File: src/rtl/gjfp_pkg.sv
// Shared types and constants for the Gauss-Jordan full-pivot split block.
// Holds the request/result structs, cell command codes and Q8.24 helpers.
// No dependencies.
package gjfp_pkg;

  // Request opcodes
  typedef enum logic [1:0] {
    OP_LOAD_A = 2'd0,
    OP_LOAD_B = 2'd1,
    OP_SOLVE  = 2'd2,
    OP_READ   = 2'd3
  } op_t;

  // Configuration register indexes
  localparam logic [1:0] CFG_ROWS = 2'd0;
  localparam logic [1:0] CFG_COLS = 2'd1;
  localparam logic [1:0] CFG_TOL  = 2'd2;

  localparam int CFG_DW = 25;
  localparam int TOK_IW = 7;

  localparam logic signed [31:0] SMAX = 32'sh7fff_ffff;
  localparam logic signed [31:0] SMIN = 32'sh8000_0000;

  typedef struct packed {
    op_t                opcode;
    logic [2:0]         row_index;
    logic [3:0]         col_index;
    logic signed [31:0] elem_value;
  } req_t;

  typedef struct packed {
    logic               result_kind;
    logic [3:0]         rank_found;
    logic               full_rank;
    logic [3:0]         dependent_col;
    logic [3:0]         independent_col;
    logic signed [31:0] coeff_value;
    logic signed [31:0] offset_value;
    logic               overflow;
  } res_t;

  // Commands broadcast to every column cell
  typedef enum logic [2:0] {
    CC_IDLE,
    CC_WRITE,
    CC_SEARCH,
    CC_DIV,
    CC_MUL,
    CC_LATCH
  } ccmd_t;

  typedef struct packed {
    ccmd_t              cmd;
    logic signed [31:0] operand;
  } cctl_t;

  // Running maximum handed from cell to cell
  typedef struct packed {
    logic [31:0]       mag;
    logic [TOK_IW-1:0] idx;
  } tok_t;

  function automatic logic [31:0] mag32(input logic signed [31:0] a);
    return a[31] ? 32'(-a) : 32'(a);
  endfunction

endpackage

File: src/rtl/gjfp_cell.sv
// One column cell of the augmented store: holds the column, a bit-serial
// divider, a multiply-subtract path and one stage of the max-search chain.
// Depends on gjfp_pkg.
module gjfp_cell #(
  parameter int J         = 0,
  parameter int MAX_ROWS  = 8,
  parameter int FRAC_BITS = 24,
  parameter int RW        = 3
) (
  input  logic                      clk,
  input  logic                      rst,
  input  gjfp_pkg::cctl_t           ctl,
  input  logic [RW-1:0]             row,
  input  logic                      active,
  input  logic                      search_en,
  input  logic                      sel,
  input  logic                      zero_sel,
  input  gjfp_pkg::tok_t            tok_in,
  output gjfp_pkg::tok_t            tok_out,
  output logic signed [31:0]        rd,
  output logic                      sat
);
  import gjfp_pkg::*;

  localparam int DW  = 32 + FRAC_BITS;
  localparam int DCW = $clog2(DW + 1);

  logic signed [31:0] mem [MAX_ROWS];
  logic signed [31:0] prow;

  // divider state
  logic [DW-1:0]  dnd;
  logic [31:0]    rem;
  logic [31:0]    dvs;
  logic           dneg;
  logic           dbusy;
  logic [DCW-1:0] dcnt;

  // multiplier state
  logic [63:0]    prod;
  logic           pneg;
  logic           mvld;

  logic [32:0]        trial;
  logic               q_over;
  logic signed [31:0] q_val;
  logic [63:0]        msh;
  logic               m_over;
  logic signed [31:0] m_val;
  logic [32:0]        diff;
  logic               d_over;
  logic signed [31:0] d_val;
  logic               div_fin;

  assign rd = mem[row];

  // Restoring division step and final saturation
  always_comb begin
    trial   = {rem, dnd[DW-1]};
    div_fin = dbusy && (dcnt == DCW'(DW));
    q_over  = (|dnd[DW-1:32]) || (dneg ? (dnd[31:0] > 32'h8000_0000) : dnd[31]);
    if (q_over) begin
      q_val = dneg ? SMIN : SMAX;
    end else begin
      q_val = dneg ? 32'(-dnd[31:0]) : dnd[31:0];
    end
  end

  // Product scaling, saturation and subtract
  always_comb begin
    msh    = prod >> FRAC_BITS;
    m_over = pneg ? (msh > 64'h8000_0000) : (msh > 64'h7fff_ffff);
    if (m_over) begin
      m_val = pneg ? SMIN : SMAX;
    end else begin
      m_val = pneg ? 32'(-msh[31:0]) : msh[31:0];
    end
    diff   = {rd[31], rd} - {m_val[31], m_val};
    d_over = diff[32] != diff[31];
    if (d_over) begin
      d_val = diff[32] ? SMIN : SMAX;
    end else begin
      d_val = diff[31:0];
    end
  end

  assign sat = (div_fin && q_over) || (mvld && (m_over || d_over));

  // Hold control of divider and multiplier pipelines
  always_ff @(posedge clk) begin
    if (rst) begin
      dbusy   <= 1'b0;
      dcnt    <= '0;
      mvld    <= 1'b0;
      tok_out <= '0;
    end else begin
      mvld <= (ctl.cmd == CC_MUL) && active;
      // advance the search chain
      if (ctl.cmd == CC_SEARCH && search_en && mag32(rd) > tok_in.mag) begin
        tok_out <= '{mag: mag32(rd), idx: TOK_IW'(J)};
      end else begin
        tok_out <= tok_in;
      end
      if (ctl.cmd == CC_DIV && active) begin
        dbusy <= 1'b1;
        dcnt  <= '0;
      end else if (div_fin) begin
        dbusy <= 1'b0;
      end else if (dbusy) begin
        dcnt <= dcnt + 1'b1;
      end
    end
  end

  // Datapath registers and the column store
  always_ff @(posedge clk) begin
    if (ctl.cmd == CC_DIV) begin
      dnd  <= {mag32(rd), {FRAC_BITS{1'b0}}};
      rem  <= '0;
      dvs  <= mag32(ctl.operand);
      dneg <= rd[31] ^ ctl.operand[31];
    end else if (dbusy && !div_fin) begin
      if (trial >= {1'b0, dvs}) begin
        rem <= 32'(trial - {1'b0, dvs});
        dnd <= {dnd[DW-2:0], 1'b1};
      end else begin
        rem <= trial[31:0];
        dnd <= {dnd[DW-2:0], 1'b0};
      end
    end
    if (ctl.cmd == CC_MUL) begin
      prod <= 64'(mag32(ctl.operand)) * 64'(mag32(prow));
      pneg <= ctl.operand[31] ^ prow[31];
    end
    if (ctl.cmd == CC_LATCH) begin
      prow <= rd;
    end
    if (ctl.cmd == CC_WRITE && sel) begin
      mem[row] <= ctl.operand;
    end else if (div_fin) begin
      mem[row] <= q_val;
    end else if (mvld) begin
      mem[row] <= zero_sel ? 32'sd0 : d_val;
    end
  end

endmodule

File: config.mk
export PLATFORM = sky130hd
export DESIGN_NAME = gjfp_cell
export DESIGN_NICKNAME = d
export VERILOG_FILES = /design/src/rtl/gjfp_pkg.sv /design/src/rtl/gjfp_cell.sv
export SDC_FILE = /design/constraint.sdc
export NUM_CORES = 2
export LEC_CHECK = 0
export ABC_AREA = 1
export CAP_MARGIN = 5
export CORE_MARGIN = 5
export CORE_UTILIZATION = 55
export DETAILED_ROUTE_END_ITERATION = 8
export DONT_BUFFER_PORTS = 1
export PLACE_DENSITY = 0.74
export SKIP_LAST_GASP = 1
export SLEW_MARGIN = 20
export SYNTH_ARGS = -nofsm -noshare
export SYNTH_HDL_FRONTEND = slang
export SYNTH_SLANG_ARGS = --single-unit
File: constraint.sdc
create_clock -name clk -period 10.8 [get_ports clk]
set_input_delay 1.08 -clock clk [delete_from_list [all_inputs] [get_ports clk]]
set_output_delay 1.08 -clock clk [all_outputs]
set_load 0.005 [all_outputs]
# [Word-level counts from Yosys, hierarchy flattened]
# Memory sizes are Yosys's and may differ from the RTL's.
# Index checks and enable logic that the tools add are counted.
[totals] latchBits=0 ff_bits=265 n_memories=1 ram_bits=256 mem_bits_ro=0
[op_classes] reduce_logical=19 mux=32 div_mod_pow=0 mul=1 addsub=8 order_cmp=5 bitwise=5 shifts=0 eq_ne=7
[mem_list] name="mem" depth=8 word_bits=32 rd=1 rd_ports_with_merged_regs=0 write_ports=1 line_no="gjfp_cell.sv:28" text="logic signed [31:0] mem [MAX_ROWS];"
[ops] cell="$mux W32" n=15
[ops] cell="$neg A32 Y32" n=5
[ops] cell="$mux W56" n=2
[ops] cell="$mul A32 B32 Y64" n=1
[ops] cell="$gt A40 B31 Y1 const B" n=1
[ops] cell="$gt A40 B32 Y1 const B" n=1
[ops] cell="$mux W39" n=1
[ops] cell="$ge A33 B32 Y1" n=1
[ops] cell="$sub A32 B32 Y33" n=1
[ops] cell="$gt A32 B32 Y1" n=1
[ops] cell="$gt A32 B32 Y1 const B" n=1
[ops] cell="$sub A32 B32 Y32" n=1
[ops] cell="$reduce_or A24 Y1" n=1
[ops] cell="$mux W1" n=14
[ops] cell="$logic_and A1 B1 Y1" n=9
[ops] cell="$add A6 B1 Y6 const B" n=1
[ops] cell="$eq A3 B2 Y1 const B" n=2
[ops] cell="$eq A3 B3 Y1 const B" n=2
[ops] cell="$eq A6 B6 Y1 const B" n=1
[ops] cell="$reduce_bool A2 Y1" n=2
[ops] cell="$reduce_or A2 Y1" n=2
[ops] cell="$eq A3 B1 Y1 const B" n=1
[ops] cell="$logic_or A1 B1 Y1" n=3
[ops] cell="$or A1 B1 Y1" n=2
[ops] cell="other kinds (5)" n=6

# [Longest topological paths before layout]
[depth] depth_word=8 depth_mapped=43 depth_no_buf=40

# [Least setup slack after synthesis]
# Ideal clock, no wire load.
[synth_path] path_type="input to register" start="in ctl[0] (netlist bit)" end="reg prod[60], data pin" setup_slack_ns=1.972 cell_stages=38 setup_ns=0.252 t_arrival_ns=8.575 path_buffers=3 path_cell_list="buf_4 > inv_4 > clkbuf_1 > ha_1 > nand3_1 > inv_1 > nand2_1 > inv_1 > nand3_1 > nor2_1 > nand3_1 > nand2_1 > xor2_1 > inv_2 > buf_2 > nor2_1 > fa_1 > fa_1 > [... 2 more ...] > fa_1 > inv_1 > fa_1 > fa_1 > fa_1 > inv_1 > fa_1 > inv_1 > ha_1 > nand2_1 > nor2_1 > inv_1 > nor2_1 > nand3_1 > o21ai_0 > nand3_1 > nand3_1 > nand2_1"
[synth_between] elab_chain_cells=3
[synth_lines] item="start, declared" line_no="gjfp_cell.sv:12" text="input gjfp_pkg::cctl_t ctl,"
[synth_lines] item="$neg A32 Y32" line_no="gjfp_pkg.sv:65" text="return a[31] ? 32'(-a) : 32'(a);"
[synth_lines] item="$mux W32 *" line_no="gjfp_pkg.sv:65"
[synth_lines] item="$mul A32 B32 Y64 *" line_no="gjfp_cell.sv:132" text="prod <= 64'(mag32(ctl.operand)) * 64'(mag32(prow));"
[synth_lines] item="end signal, assigned" line_no="gjfp_cell.sv:132"
[synth_lines] item="end, declared" line_no="gjfp_cell.sv:40" text="logic [63:0] prod;"
# Mark *: on every way between the ends. The rest lies on a longest branch, timed or not.
# A chain may end at the register's enable or synchronous reset.

# [Worst setup path after layout]
[layout_path] start="reg prow[0]" end="reg prod[58], data pin"
[layout_between] elab_chain_cells=3
[layout_lines] item="start, declared" line_no="gjfp_cell.sv:29" text="logic signed [31:0] prow;"
[layout_lines] item="start signal, assigned" line_no="gjfp_cell.sv:136" text="prow <= rd;"
[layout_lines] item="$neg A32 Y32" line_no="gjfp_pkg.sv:65"
[layout_lines] item="$mux W32 *" line_no="gjfp_pkg.sv:65"
[layout_lines] item="$mul A32 B32 Y64 *" line_no="gjfp_cell.sv:132"
# Marks and branches as above.

==> results_dict.tcl <==
set metrics [dict create \
    outcome "finished, final reports clean" \
    rows 123 \
    critPathLaunchType "flip-flop" \
    drv_cap 0 \
    cts_hold_repair.buffers 0 \
    worst-path-buf-inv 6 \
    r2r_slack_ns 1.01 \
    fmax_ghz 0.102 \
    worst_hold_path_type "flip-flop to flip-flop" \
    core_mm2 0.113 \
    yosysWarnings 0 \
    place.gp.congestion 1.04 \
    slowest_stage "xor2_2" \
    wl_um 219000 \
    cts_tree "built" \
    syn-cell-area_mm2 0.0627 \
    ys_ff_latch 497 \
    synthDominantCellAreaShare_pct 28.7 \
    clock-skew-final_ns 0.0617 \
    viasPerCell 5.78 \
    grt-ovfl-total 0 \
    grt_pass1_wl_um 328000 \
    synth.avg_cell_area_um2 7.96 \
    maxSlewViolCount 0 \
    grt_usage_pct 35.9 \
    synth_common_cells "nand2_1 (2,096), inv_1 (1,487), nor2_1 (899), fa_1 (897), edfxtp_1 (394)" \
    wl_per_cell_um 23.5 \
    clock_latency_ns 0.65 \
    synth_area_leader_cell "fa_1" \
    critPathCaptureType "flip-flop" \
    clkSinkCount 497 \
    cp_top_family "adder cells" \
    synth_area_leaders "fa_1 (29%), edfxtp_1 (19%), nand2_1 (13%)" \
    die_area_mm2 0.121 \
    ys.flop_type "edfxtp_1" \
    final-hold-violation-count 0 \
    postCtsSetupRepairBufs 0 \
    start_util_pct 55.5 \
    drc_errors 0 \
    antenna_found_initial 8 \
    die_x_um 348 \
    clk_pin_slew_ns 0.07 \
    critPathMaxFanout 17 \
    dp_hpwl_um 172000 \
    multi_input_area_mm2 0.0418 \
    netlist_instances 7875 \
    setup_violations 0 \
    required_ns 11.21 \
    regArea_mm2 0.0139 \
    ios 155 \
    drtPass1Iterations 8 \
    numPortBuffers 0 \
    synth-edff-count 394 \
    synth_most_common_cell "nand2_1" \
    post-route-min-period_ns 9.79 \
    synth-async-reset-ratio_pct 0 \
    syn_nets 9218 \
    grt_pass1_vias 54100 \
    final_nets 9146 \
    crit_top_cell "fa_1" \
    arrival_ns 10.20 \
    ant_nets 0 \
    worstMarginPinSlew_ns 1.27 \
    vias 54000 \
    root_buffer "clkbuf_16" \
    grt_max_degree 127 \
    ys_types 59 \
    whs_ns 0.474 \
    path_class "flip-flop to flip-flop" \
    area_growth_pct 5.74 \
    nFillCells 10200 \
    max-slew-margin-rel_pct 15.2 \
    die_h_um 348 \
    numCtsBuffers 54 \
    ys_seq_area_share_pct 22.2 \
    setup_tns_ns 0 \
    drt_iter0_markers 5821 \
    clockBufferDepth 3 \
    drive_gt1_share_pct 4.47 \
    rsz0062_at_grt "false" \
    max_stage_delay_ns 0.91 \
    fin_util_pct 58.7 \
    htreeDepth 2 \
    cts_resized 0 \
    finalCritPeriodShare_pct 90.6 \
]
## routing by layer
metal  track usage [%]  share of wire [%]  vias up
met5                 0              0.035        -
met4              18.6                6.5       10
met3              10.1                 12      753
met2              55.4                 44     3162
met1              46.6                 37    26300
li1                  -                  -    23800
## cell usage in the layout, fill, tap and decap left out, types with 38 or more instances in the layout
master     count
xnor2_1       51
buf_4        155
clkbuf_16     57
nand3_1      283
inv_1       1486
dfxtp_1      103
nor3_1        40
nor2_1       897
o22ai_1       38
xor2_1        97
o21ai_0      231
edfxtp_1     394
a21oi_1      213
nand2_1     2096
nand4_1       49
ha_1         363
fa_1         897
## stage by stage
stage	setup WS [ns]	instances	instance area, µm²
after floorplan	1.97	7875	62700
after global placement	1.11	9247	64500
after detailed placement	1.14	9247	64500
after CTS	1.09	9348	66200
after global routing	0.607	9348	66200
final	1.01	9352	66300
## final cells by class
cell class | count | area share (%)
diodes | 4 | 0.0151
clock buffers | 71 | 2.26
clock inverters | 30 | 0.385
inverters | 1525 | 8.65
multi-input cells | 5570 | 63.1
flip-flops and latches | 497 | 21.0
well taps | 1500 | 2.83
repair buffers | 155 | 1.76
## path summary, 6_finish.rpt
kind | start | to | cells after the start
setup / recovery | prow[0]$_DFFE_PN_ | prod[58]$_DFFE_PN_ | 33
hold / removal | rem[29]$_SDFFE_PP0P_ | rem[29]$_SDFFE_PP0P_ | 2
setup reg to reg | prow[0]$_DFFE_PN_ | prod[58]$_DFFE_PN_ | 33
hold reg to reg | rem[29]$_SDFFE_PP0P_ | rem[29]$_SDFFE_PP0P_ | 2
## cell families (layout without fill, tap and decap cells)
| logic type | after synthesis | after routing | synth area share [%] |
|---|---|---|---|
| other cells | 0 | 4 | 0 |
| buf+inv | 1808 | 1781 | 11.3 |
| xor+xnor | 163 | 163 | 2.37 |
| fa+ha+maj | 1260 | 1260 | 35.9 |
| flops | 497 | 497 | 22.2 |
| compound gates | 647 | 647 | 5.78 |
| simple gates | 3500 | 3500 | 22.5 |
## sequential cells by signal, indices dropped and copies added, names as in the netlist
signal and count:
tok_out 39, dvs 32, mem 256, dbusy 1, prow 32, mvld 1, dcnt 6, rem 32
dnd 56, dneg 1, prod 40, pneg 1
## worst reg2reg max path: cells and delay by family (launching register included)
kind,cells,cell delay (ns)
flops,1,0.48
fa+ha+maj,10,4.56
xor+xnor,1,0.91
simple gates,11,1.31
compound gates,5,1.22
buf+inv,6,1.06
Power is left out: the tool's default activity adds up to more than one toggle a clock period on the data nets, which glitch-free logic cannot reach.
